File: src/hw/rtl/bttf_pkg.sv
// Bass/treble tone filter: shared types, constants and arithmetic helpers.
// Used by every module of the block; depends on nothing.
`default_nettype none

package bttf_pkg;

   localparam int SAMPLE_W    = 16;
   localparam int PCT_W       = 7;
   localparam int GAIN_W      = 16;
   localparam int CSR_INDEX_W = 2;

   localparam logic [CSR_INDEX_W-1:0] CSR_BASS   = 2'd0;
   localparam logic [CSR_INDEX_W-1:0] CSR_TREBLE = 2'd1;

   localparam logic [PCT_W-1:0] PCT_FULL = 7'd100;

   // Q1.15 coefficients of the lowpass; they sum to exactly one.
   localparam logic signed [16:0] KEEP_Q = 17'sd29491;
   localparam logic signed [16:0] TAKE_Q = 17'sd3277;
   localparam logic signed [16:0] ONE_Q  = 17'sd32768;

   typedef struct packed {
      logic signed [SAMPLE_W-1:0] sample_in;
      logic                       last_in;
   } req_type;

   typedef struct packed {
      logic signed [SAMPLE_W-1:0] sample_out;
      logic                       last_out;
   } rsp_type;

   typedef enum logic [2:0] {
      STEP_KEEP,
      STEP_TAKE,
      STEP_ORIG,
      STEP_TREB,
      STEP_BASS,
      STEP_SUM
   } step_type;

   typedef struct packed {
      logic     go;
      step_type step;
   } dp_cmd_type;

   // floor(pct * 32768 / 100), pct clamped to 100.
   // = pct*327 + floor(pct*17/25), the last via pct*22287 >> 15.
   function automatic logic [GAIN_W-1:0] gain_of(input logic [PCT_W-1:0] pct);
      logic [PCT_W-1:0]  p;
      logic [GAIN_W-1:0] whole;
      logic [21:0]       frac;
      p     = (pct > PCT_FULL) ? PCT_FULL : pct;
      whole = GAIN_W'(p) * 16'd327;
      frac  = 22'(p) * 22'd22287;
      return whole + GAIN_W'(frac >> 15);
   endfunction

   // Divide by 32768, rounding toward zero.
   function automatic logic signed [18:0] trunc_q15(input logic signed [33:0] p);
      logic signed [33:0] r;
      r = p[33] ? (p + 34'sd32767) : p;
      return r[33:15];
   endfunction

   function automatic logic signed [SAMPLE_W-1:0] sat16(input logic signed [19:0] v);
      logic signed [SAMPLE_W-1:0] r;
      if (v > 20'sd32767) begin
         r = 16'sh7fff;
      end else if (v < -20'sd32768) begin
         r = 16'sh8000;
      end else begin
         r = v[15:0];
      end
      return r;
   endfunction

endpackage

`default_nettype wire

File: src/hw/rtl/bttf_datapath.sv
// Tone filter datapath: gain registers, filter state and one shared multiplier.
// Steps are driven by bttf_ctrl; uses bttf_pkg.
`default_nettype none

module bttf_datapath (
   input  logic                               clock,
   input  logic                               reset,
   input  bttf_pkg::dp_cmd_type               cmd,
   input  bttf_pkg::req_type                  req_data,
   input  logic                               csr_write,
   input  logic [bttf_pkg::CSR_INDEX_W-1:0]   csr_index,
   input  logic [bttf_pkg::PCT_W-1:0]         csr_data,
   output bttf_pkg::rsp_type                  rsp_data
);
   import bttf_pkg::*;

   logic [GAIN_W-1:0]          bass_gain_ff;
   logic [GAIN_W-1:0]          treb_gain_ff;
   logic signed [SAMPLE_W-1:0] avg_ff;
   logic signed [SAMPLE_W-1:0] prev_ff;

   logic signed [SAMPLE_W-1:0] x_ff;
   logic                       last_ff;
   logic signed [33:0]         prod_ff;
   logic signed [31:0]         acc_ff;
   logic signed [SAMPLE_W-1:0] avgn_ff;
   logic signed [19:0]         sum_ff;
   rsp_type                    rsp_ff;

   logic signed [16:0] orig_gain;
   logic signed [16:0] diff;
   logic signed [16:0] mul_a;
   logic signed [16:0] mul_b;
   logic signed [33:0] mul_p;
   logic signed [31:0] acc_sum;
   logic signed [18:0] avg_full;
   logic signed [18:0] part;
   logic signed [19:0] part_x2;
   logic signed [19:0] sum_in;

   assign orig_gain = ONE_Q - $signed({1'b0, bass_gain_ff}) - $signed({1'b0, treb_gain_ff});
   assign diff      = {x_ff[SAMPLE_W-1], x_ff} - {prev_ff[SAMPLE_W-1], prev_ff};

   always_comb begin
      mul_a = '0;
      mul_b = '0;
      unique case (cmd.step)
         STEP_KEEP: begin
            mul_a = {avg_ff[SAMPLE_W-1], avg_ff};
            mul_b = KEEP_Q;
         end
         STEP_TAKE: begin
            mul_a = {x_ff[SAMPLE_W-1], x_ff};
            mul_b = TAKE_Q;
         end
         STEP_ORIG: begin
            mul_a = {x_ff[SAMPLE_W-1], x_ff};
            mul_b = orig_gain;
         end
         STEP_TREB: begin
            mul_a = diff;
            mul_b = $signed({1'b0, treb_gain_ff});
         end
         STEP_BASS: begin
            mul_a = {avgn_ff[SAMPLE_W-1], avgn_ff};
            mul_b = $signed({1'b0, bass_gain_ff});
         end
         STEP_SUM: begin
            mul_a = '0;
            mul_b = '0;
         end
         default: begin
            mul_a = '0;
            mul_b = '0;
         end
      endcase
   end

   assign mul_p    = 34'(mul_a) * 34'(mul_b);
   assign acc_sum  = acc_ff + prod_ff[31:0];
   assign avg_full = trunc_q15(34'(acc_sum));
   assign part     = trunc_q15(prod_ff);
   assign part_x2  = {part, 1'b0};
   assign sum_in   = sum_ff + part_x2;

   // Configuration and filter state.
   always_ff @(posedge clock) begin
      if (reset) begin
         bass_gain_ff <= '0;
         treb_gain_ff <= '0;
         avg_ff       <= '0;
         prev_ff      <= '0;
      end else begin
         if (csr_write && (csr_index == CSR_BASS)) begin
            bass_gain_ff <= gain_of(csr_data);
         end
         if (csr_write && (csr_index == CSR_TREBLE)) begin
            treb_gain_ff <= gain_of(csr_data);
         end
         if (cmd.go && (cmd.step == STEP_SUM)) begin
            avg_ff  <= last_ff ? '0 : avgn_ff;
            prev_ff <= last_ff ? '0 : x_ff;
         end
      end
   end

   // Working registers, no reset.
   always_ff @(posedge clock) begin
      if (cmd.go) begin
         unique case (cmd.step)
            STEP_KEEP: begin
               x_ff    <= req_data.sample_in;
               last_ff <= req_data.last_in;
               prod_ff <= mul_p;
            end
            STEP_TAKE: begin
               acc_ff  <= prod_ff[31:0];
               prod_ff <= mul_p;
            end
            STEP_ORIG: begin
               avgn_ff <= avg_full[SAMPLE_W-1:0];
               prod_ff <= mul_p;
            end
            STEP_TREB: begin
               sum_ff  <= {part[18], part};
               prod_ff <= mul_p;
            end
            STEP_BASS: begin
               sum_ff  <= sum_in;
               prod_ff <= mul_p;
            end
            STEP_SUM: begin
               rsp_ff.sample_out <= sat16(sum_in);
               rsp_ff.last_out   <= last_ff;
            end
            default: begin
               prod_ff <= prod_ff;
            end
         endcase
      end
   end

   assign rsp_data = rsp_ff;

endmodule

`default_nettype wire

File: src/hw/rtl/bttf_ctrl.sv
// Tone filter controller: sequences the multiply steps and owns the handshakes.
// Drives bttf_datapath by command; uses bttf_pkg.
`default_nettype none

module bttf_ctrl (
   input  logic                 clock,
   input  logic                 reset,
   input  logic                 req_valid,
   output logic                 req_ready,
   output logic                 rsp_valid,
   input  logic                 rsp_ready,
   output bttf_pkg::dp_cmd_type cmd
);
   import bttf_pkg::*;

   typedef enum logic [2:0] {
      S_IDLE,
      S_TAKE,
      S_ORIG,
      S_TREB,
      S_BASS,
      S_SUM
   } state_type;

   state_type state_ff;
   state_type state_in;
   logic      rsp_valid_ff;
   logic      rsp_valid_in;

   always_comb begin
      cmd.go       = 1'b0;
      cmd.step     = STEP_KEEP;
      state_in     = state_ff;
      rsp_valid_in = rsp_valid_ff && !rsp_ready;
      unique case (state_ff)
         S_IDLE: begin
            cmd.step = STEP_KEEP;
            cmd.go   = req_valid;
            if (req_valid) begin
               state_in = S_TAKE;
            end
         end
         S_TAKE: begin
            cmd.step = STEP_TAKE;
            cmd.go   = 1'b1;
            state_in = S_ORIG;
         end
         S_ORIG: begin
            cmd.step = STEP_ORIG;
            cmd.go   = 1'b1;
            state_in = S_TREB;
         end
         S_TREB: begin
            cmd.step = STEP_TREB;
            cmd.go   = 1'b1;
            state_in = S_BASS;
         end
         S_BASS: begin
            cmd.step = STEP_BASS;
            cmd.go   = 1'b1;
            state_in = S_SUM;
         end
         S_SUM: begin
            // wait here while the output register is still full
            cmd.step = STEP_SUM;
            cmd.go   = !rsp_valid_ff || rsp_ready;
            if (!rsp_valid_ff || rsp_ready) begin
               state_in     = S_IDLE;
               rsp_valid_in = 1'b1;
            end
         end
         default: begin
            state_in = S_IDLE;
         end
      endcase
   end

   always_ff @(posedge clock) begin
      if (reset) begin
         state_ff     <= S_IDLE;
         rsp_valid_ff <= 1'b0;
      end else begin
         state_ff     <= state_in;
         rsp_valid_ff <= rsp_valid_in;
      end
   end

   assign req_ready = (state_ff == S_IDLE);
   assign rsp_valid = rsp_valid_ff;

endmodule

`default_nettype wire

File: src/hw/rtl/bass_treble_tone_filter.sv
// Bass/treble tone filter, top level: controller, datapath and checks.
// Instantiates bttf_ctrl and bttf_datapath; uses bttf_pkg.
//
// Usage:
//  - req_*: one signed 16-bit sample per item, with last_in marking the end of
//    a recording; after that item the running average and previous sample
//    return to zero.
//  - rsp_*: one tone-adjusted sample per item, in order, last_out copied.
//  - csr_*: index 0 bass percent, index 1 treble percent (7 bits, values
//    above 100 act as 100); other indexes are ignored. Always ready; write
//    only while no item is in flight.
// Sequence: an item is taken in the idle state, then passes the take, orig,
// treble, bass and sum states, and rsp_valid is set at the sum step. The five
// products share one multiplier, one product a cycle; new items enter only in idle.
// Stall: the result waits in an output register; the next item is accepted
// and worked on meanwhile, holding only at its final step until rsp_ready.
// Reset: synchronous; gains, average and previous sample clear to zero.
`default_nettype none

module bass_treble_tone_filter (
   input  logic                             clock,
   input  logic                             reset,
   input  logic                             req_valid,
   output logic                             req_ready,
   input  bttf_pkg::req_type                req_data,
   output logic                             rsp_valid,
   input  logic                             rsp_ready,
   output bttf_pkg::rsp_type                rsp_data,
   input  logic                             csr_valid,
   output logic                             csr_ready,
   input  logic [bttf_pkg::CSR_INDEX_W-1:0] csr_index,
   input  logic [bttf_pkg::PCT_W-1:0]       csr_data
);
   import bttf_pkg::*;

   dp_cmd_type cmd;

   assign csr_ready = 1'b1;

   bttf_ctrl u_ctrl (
      .clock     (clock),
      .reset     (reset),
      .req_valid (req_valid),
      .req_ready (req_ready),
      .rsp_valid (rsp_valid),
      .rsp_ready (rsp_ready),
      .cmd       (cmd)
   );

   bttf_datapath u_datapath (
      .clock     (clock),
      .reset     (reset),
      .cmd       (cmd),
      .req_data  (req_data),
      .csr_write (csr_valid && csr_ready),
      .csr_index (csr_index),
      .csr_data  (csr_data),
      .rsp_data  (rsp_data)
   );

   // one item in flight at a time
   assert property (@(posedge clock) disable iff (reset)
      (req_valid && req_ready) |=> !req_ready)
      else $error("item accepted while another is in flight");

   // a freshly raised result must follow an accepted item
   assert property (@(posedge clock) disable iff (reset)
      $rose(rsp_valid) |-> $past(req_valid && req_ready, 6))
      else $error("result raised without an item six cycles before");

   assert property (@(posedge clock) disable iff (reset)
      $rose(rsp_valid) |-> (rsp_data.last_out == $past(req_data.last_in, 6)))
      else $error("end-of-recording flag lost");

endmodule

`default_nettype wire
File: config.mk
export PLATFORM = sky130hd
export DESIGN_NAME = bass_treble_tone_filter
export DESIGN_NICKNAME = d
export VERILOG_FILES = /design/src/hw/rtl/bttf_pkg.sv /design/src/hw/rtl/bttf_datapath.sv /design/src/hw/rtl/bttf_ctrl.sv /design/src/hw/rtl/bass_treble_tone_filter.sv
export SDC_FILE = /design/constraint.sdc
export NUM_CORES = 1
export LEC_CHECK = 0
export ABC_AREA = 1
export BUFFER_PORTS_ARGS = -buffer_cell sky130_fd_sc_hd__buf_2
export CORE_MARGIN = 8
export CORE_UTILIZATION = 45
export DETAILED_ROUTE_END_ITERATION = 7
export SETUP_SLACK_MARGIN = 0.05
export SLEW_MARGIN = 40
export SYNTH_ARGS = -nofsm -noshare
export SYNTH_HDL_FRONTEND = slang
export SYNTH_HIERARCHICAL = 1
export SYNTH_SLANG_ARGS = --single-unit
File: constraint.sdc
create_clock -name clock -period 10.75 [get_ports clock]
set_input_delay 2.6875 -clock clock [delete_from_list [all_inputs] [get_ports clock]]
set_output_delay 2.6875 -clock clock [all_outputs]
set_load 0.1 [all_outputs]
==> results of run 1 <==
kinds of logic (layout without fill, tap and decap cells):
group	count (synthesis)	in the layout	synth area share [%]
AND/OR/NAND/NOR	1329	1329	19.99
buffers and inverters	869	921	11.88
adder cells (fa/ha/maj)	607	607	35.84
AO/OA/AOI/OAI	470	470	9.899
flip-flops	204	204	19.38
XOR/XNOR	94	94	2.957
other	1	1	0.01335
multiplexers	1	1	0.03562
per-stage QoR:
stage	hold WS (ns)	setup WS [ns]
floorplan	0.4264	1.729
global placement	0.4405	0.9809
detailed placement	0.4547	0.9492
CTS	0.4634	1.533
global route	0.4750	0.9603
finish	0.4652	1.440
flip-flops by register name, summed over array words and instances, names as in the netlist:
signal,cells
u_datapath/last_ff,1
u_datapath/avg_ff,16
u_datapath/acc_ff,32
u_datapath/treb_gain_ff,16
u_datapath/avgn_ff,16
u_ctrl/rsp_valid,1
u_datapath/rsp_data,17
u_ctrl/state_ff,3
u_datapath/bass_gain_ff,16
u_datapath/prod_ff,34
u_datapath/x_ff,16
u_datapath/sum_ff,20
u_datapath/prev_ff,16
placed cells by master (no fill, tap or decap), drive strengths merged, types with 18 or more instances in the layout:
| master | netlist | routed |
|---|---|---|
| fa | 330 | 330 |
| nand4 | 36 | 36 |
| dfxtp | 68 | 68 |
| clkbuf | 28 | 26 |
| nand3 | 132 | 132 |
| xnor2 | 35 | 35 |
| a21oi | 231 | 231 |
| ha | 277 | 277 |
| nand2 | 749 | 749 |
| edfxtp | 136 | 136 |
| inv | 803 | 806 |
| a221oi | 18 | 18 |
| buf | 33 | 66 |
| o21ai | 121 | 121 |
| a211oi | 33 | 33 |
| xor2 | 59 | 59 |
| nor2 | 353 | 353 |
| nor3 | 31 | 31 |
worst max-delay path: cells and delay by family:
| kind | cells | cell delay (ns) |
|---|---|---|
| simple gates | 8 | 0.90 |
| compound gates | 8 | 1.16 |
| xor+xnor | 2 | 0.33 |
| buf+inv | 6 | 0.60 |
| fa+ha+maj | 9 | 4.06 |
per-layer routing:
metal / part of all wire, % / vias to the layer above / GRT usage, % / routed length [um]
li1: - / 11295 / - / -
met1: 45 / 10797 / 27.80 / 33430
met2: 48 / 492 / 37.47 / 35730
met3: 4.3 / 120 / 2.002 / 3202
met4: 3.3 / 0 / 6.623 / 2497
met5: 0 / - / 0 / 0
how the worst min path moves through the flow:
stage | from | to | slack (ns)
floorplan | u_datapath/last_ff | u_datapath/rsp_data[0] | 0.43
global placement | u_datapath/last_ff | u_datapath/rsp_data[0] | 0.44
detailed placement | u_datapath/avg_ff[13] | u_datapath/avg_ff[13] | 0.45
CTS | u_datapath/avg_ff[13] | u_datapath/avg_ff[13] | 0.46
global route | u_datapath/avg_ff[13] | u_datapath/avg_ff[13] | 0.48
finish | u_datapath/avg_ff[10] | u_datapath/avg_ff[10] | 0.47
cell type report:
type	instances	area [um2]	share of cell area, %
timing repair buffer	66	396.6	1.313
clock inverter	21	284.0	0.9403
multi-input combinational	2502	19350	64.05
sequential	204	5445	18.03
clock buffer	26	650.6	2.154
tap	837	1047	3.467
inverter	808	3035	10.05
==> metrics.md, run 1 <==
| Metric | Value |
|---|---|
| Status | complete, no violations |
| Final Core Density | roughly half |
| Worst Path Max Fanout | 7 |
| Design area | 30210 um2 |
| Total gr overflow | 0 |
| Yosys top cell by area | fa_1 |
| Setup-violating endpoint count in the final report | 0 |
| Drt wl/cell | between 15 and 20 um |
| Slew Viols, Final | 0 |
| Actual slew at the worst max-slew pin | 0.8516 ns |
| CP required | 11.20 ns |
| Starting Density | between 40% and 50% |
| CP Launch Type | primary input |
| Largest net degree at the start of global routing | 60 |
| Clk Latency, worst-skew pair | 0.56 ns |
| Critical Path End | u_datapath/treb_gain_ff[12] |
| Non-Filler Instances | ~4500 |
| # port buffers | between 40 and 50 |
| Yosys reg bits | approximately 200 |
| Initial DRC Count | ~1600 |
| Commonest register cell after synthesis | edfxtp_1 |
| Worst path slowest cell | fa_1 |
| Die W | 265.9 um |
| Die height | 265.9 um |
| Library cells used by synthesis | 67 |
| Mapped cell area | around 28000 um2 |
| Vias in the first global route | around 23000 |
| Final setup skew | between 0.01 and 0.015 ns |
| Setup bufs post-CTS | 0 |
| # DRC | 0 |
| Final #Nets | 4246 |
| Post-DP HPWL | a little over 60000 um |
| Final period utilization | 86.60% |
| Depth of the worst hold-timing path | 2 |
| Routed vias/inst | around 5.1 |
| Post-synthesis sequential area ratio | 19.38% |
| Reg clk slew, reported paths | about 0.060 ns |
| Row count | 91 |
| Core area | ~62000 um2 |
| TritonCTS clock tree | yes |
| FFs w/ async S/R, synth | 0% |
| Syn-to-layout area delta | 7.494% |
| Hold Path Class | flop to flop |
| Max-cap violation count | 0 |
| YS warnings | 6 |
| Io pins | between 50 and 60 |
| Top-count cell post-synth | inv_1 |
| Synth area leaders | fa_1 24%, edfxtp_1 15%, ha_1 12% |
| Layout fillers | 6284 |
| Synthesized Nets | 4213 |
| Crit path DAT | a little under 10 ns |
| RSZ-0062 raised after global routing | false |
| N_diodes | 0 |
| Total Routing Usage GR | a little over a fifth |
| Post-layout min period | ~9.3 ns |
| Most used cell, CP | nand2_1 |
| Most common library cells after synthesis | 765 x inv_1, 724 x nand2_1, 331 x nor2_1 |
| Share of layout cells above drive strength 1 | 6.507% |
| Post-cts resize count | 0 |
| Number of synthesized flops with an enable pin | 136 |
| Fmax | 107.4 MHz |
| Cells after DPL | approximately 4400 |
| Slowest stage delay, CP | about 0.57 ns |
| Mapped Cells | roughly 3600 |
| Via count | around 23000 |
| Clock root buffer | clkbuf_16 |
| CP Capture Type | flop |
| Initial antenna violation count | 0 |
| Die area | 70690 um2 |
| Crit Path Category | primary input to flop |
| Max Buffers Root-to-Sink | 3 |
| Crit path launch | csr_data[0] |
| Placed cell area | roughly 30000 um2 |
| Htree depth | 1 |
| Final Hold Fails | 0 |
| Syn_area_per_cell | 7.860 um2 |
| # clock sinks | a little over 200 |
| Inserted Clock Buffers | 26 |
| First-pass GRT wire length | 122000 um |
| Reg2reg start | u_ctrl/state_ff[0] |
| Max transition margin | 43.23% |
| Yosys top cell area share | a little under a quarter |
| GPL Wtd Cong | 0.9138 |
| Initial DRT Pass Iterations | 5 |
| Setup TNS | 0 ns |
| Detailed Route WL | 74870 um |
| Hold bufs inserted after CTS | 0 |
| RR Endpoint | u_datapath/prod_ff[32] |
| Routed Antenna Nets | 0 |
| R2r setup slk | roughly 1.7 ns |
| Worst r2r path cells | 32 |
Power of run 1 is left out: the tool's default activity adds up to more than one toggle a clock period on the data nets, which glitch-free logic cannot reach.
==> inputs of run 2 (changes only) <==
--- a/config.mk
+++ b/config.mk
@@ -8,8 +8,9 @@
 export ABC_AREA = 1
 export BUFFER_PORTS_ARGS = -buffer_cell sky130_fd_sc_hd__buf_2
 export CORE_MARGIN = 8
-export CORE_UTILIZATION = 45
+export CORE_UTILIZATION = 55
 export DETAILED_ROUTE_END_ITERATION = 7
+export PLACE_DENSITY = 0.71
 export SETUP_SLACK_MARGIN = 0.05
 export SLEW_MARGIN = 40
 export SYNTH_ARGS = -nofsm -noshare
==> run 2 against run 1 <==
Net effect:
- maximum frequency rose by 0.35%
- sequential share of layout area rose by 0.16 points
- die area fell by 17%
- core utilization rose by 9.9 points
- via count rose by 1.3%
- setup slack improved by 0.033 ns
- non-clock buffer count fell by 2
- final cell count fell by 3.5%
- flip-flop and latch count did not move
- clock-buffer cell count rose by 1
- largest cell class unchanged
- highest routed layer unchanged
==> metrics.md, run 2 (synthesis results as in run 1) <==
| Metric | Value |
|---|---|
| Total Routing Usage GR | 24.63% |
| Initial antenna violation count | 0 |
| R2r setup slk | 1.60 ns |
| TritonCTS clock tree | yes |
| Fmax | around 110 MHz |
| Hold Path Class | flop to flop |
| First-pass GRT wire length | roughly 120000 um |
| Initial DRC Count | 1665 |
| Final #Nets | ~4200 |
| Min-Delay Endpoint | u_datapath/avg_ff[7] |
| Status | complete, no violations |
| Share of layout cells above drive strength 1 | under 10% |
| # port buffers | a little under 50 |
| Met2 Wirelength | around 35000 um |
| Worst Path Max Fanout | 7 |
| Register area | around 5400 um2 |
| Hold bufs inserted after CTS | 0 |
| RR Endpoint | u_datapath/prod_ff[32] |
| RSZ-0062 raised after global routing | false |
| Reg2reg start | u_ctrl/state_ff[0] |
| Largest net degree at the start of global routing | 60 |
| Starting Density | ~55% |
| Die area | approximately 59000 um2 |
| Final setup skew | 0.01377 ns |
| Vias in the first global route | 23108 |
| Layout fillers | between 4000 and 5000 |
| GPL Wtd Cong | between 0.9 and 1 |
| WL met3 | 3655 um |
| Routed vias/inst | around 5.3 |
| CP Launch Type | primary input |
| Largest Register | u_datapath/prod_ff |
| Drt wl/cell | about 17 um |
| Inserted Clock Buffers | 26 |
| Top routing layer used | met4 |
| Hold path startpoint | u_datapath/avg_ff[7] |
| Max transition margin | 49.22% |
| Total gr overflow | 0 |
| Depth of the worst hold-timing path | 2 |
| Setup bufs post-CTS | 0 |
| Max reg flops | 34 |
| Via count | roughly 23000 |
| Core area | 50890 um2 |
| Worst r2r path cells | 32 |
| Routed Antenna Nets | 0 |
| Die height | 242.0 um |
| Post-DP HPWL | between 50000 and 60000 um |
| Row count | 83 |
| Most used cell, CP | nand2_1 |
| Setup-violating endpoint count in the final report | 0 |
| Post-cts resize count | 0 |
| N_diodes | 0 |
| Slew Viols, Final | 0 |
| Syn-to-layout area delta | 6.559% |
| Post-layout min period | between 9 and 10 ns |
| CP required | around 11 ns |
| CP Capture Type | flop |
| Max-cap violation count | 0 |
| Max Buffers Root-to-Sink | 3 |
| Worst Setup Slack, final | around 1.5 ns |
| Htree depth | 1 |
| Detailed Route WL | slightly above 70000 um |
| WL met1 | roughly 31000 um |
| Worst path slowest cell | fa_1 |
| # DRC | 0 |
| # clock sinks | between 200 and 250 |
| Clk Latency, worst-skew pair | between 0.5 and 0.6 ns |
| Die W | about 240 um |
| Multi-input gate area | just under 20000 um2 |
| Io pins | just over 50 |
| Final period utilization | 86.30% |
| Clock root buffer | clkbuf_16 |
| Top flop regs | u_datapath/prod_ff x34, u_datapath/acc_ff x32, u_datapath/sum_ff x20 |
| Crit path DAT | about 9.7 ns |
| Actual slew at the worst max-slew pin | around 0.76 ns |
| Post-Place Setup Slack | approximately 0.93 ns |
| Most common cell after layout, fill and taps aside | inv_1 |
| Final Hold Fails | 0 |
| Crit Path Category | primary input to flop |
| Most frequent cells in the layout | 764 x inv_1, 723 x nand2_1, 330 x fa_1 |
| Initial DRT Pass Iterations | 5 |
| Reg clk slew, reported paths | around 0.060 ns |
| Setup TNS | 0 ns |
| Slowest stage delay, CP | roughly 0.56 ns |
## run 2: cell count changes in the layout (fill, tap and decap cells not counted), sizes merged
cell	change
buf	-2
bufinv	-4
clkbuf	+1
clkinvlp	+1
inv	+3
## run 2: per-layer routing
layer | track usage (%) | vias to the layer above
li1 | - | 11284
met1 | 31.49 | 10941
met2 | 43.26 | 653
met3 | 2.712 | 129
met4 | 8.035 | 0
met5 | 0 | -
## run 2: how the worst max path moves through the flow
stage           startpoint                     endpoint  slack (ns)  cells after the start
3_5_place_dp   csr_data[0]  u_datapath/treb_gain_ff[12]        0.93                     33
6_report       csr_data[0]  u_datapath/treb_gain_ff[12]        1.47                     33
3_3_place_gp   csr_data[0]  u_datapath/treb_gain_ff[12]        1.01                     33
4_1_cts        csr_data[0]  u_datapath/treb_gain_ff[12]        1.54                     33
5_1_grt        csr_data[0]  u_datapath/treb_gain_ff[12]        1.01                     33
2_1_floorplan  csr_data[0]  u_datapath/bass_gain_ff[12]        1.73                     32
## run 2: area by class of cell
type	instances	area share, %
clock buffers	27	2.185
clock inverters	21	0.7647
multi-input cells	2502	64.63
well taps	680	2.841
repair buffers	64	1.245
inverters	808	10.15
flip-flops and latches	204	18.19
## run 2: per-stage QoR
stage                     hold WS [ns]  instance area (um2)  utilization [%]  std cells
after floorplan                 0.4264                28100                -       3575
after global placement          0.4337                29010            57.00       4255
after detailed placement        0.4510                29060            57.10       4258
after CTS                       0.4631                29940            58.84       4306
after global routing            0.4821                29940            58.84       4306
final                           0.4660                29940            58.84       4306
## run 2: critical path: cells and delay by family
family | cells | cell delay (ns)
adder cells (fa/ha/maj) | 9 | 4.04
AO/OA/AOI/OAI | 8 | 1.20
AND/OR/NAND/NOR | 8 | 0.92
buffers and inverters | 6 | 0.57
XOR/XNOR | 2 | 0.33
Power of run 2 is left out for the same reason.
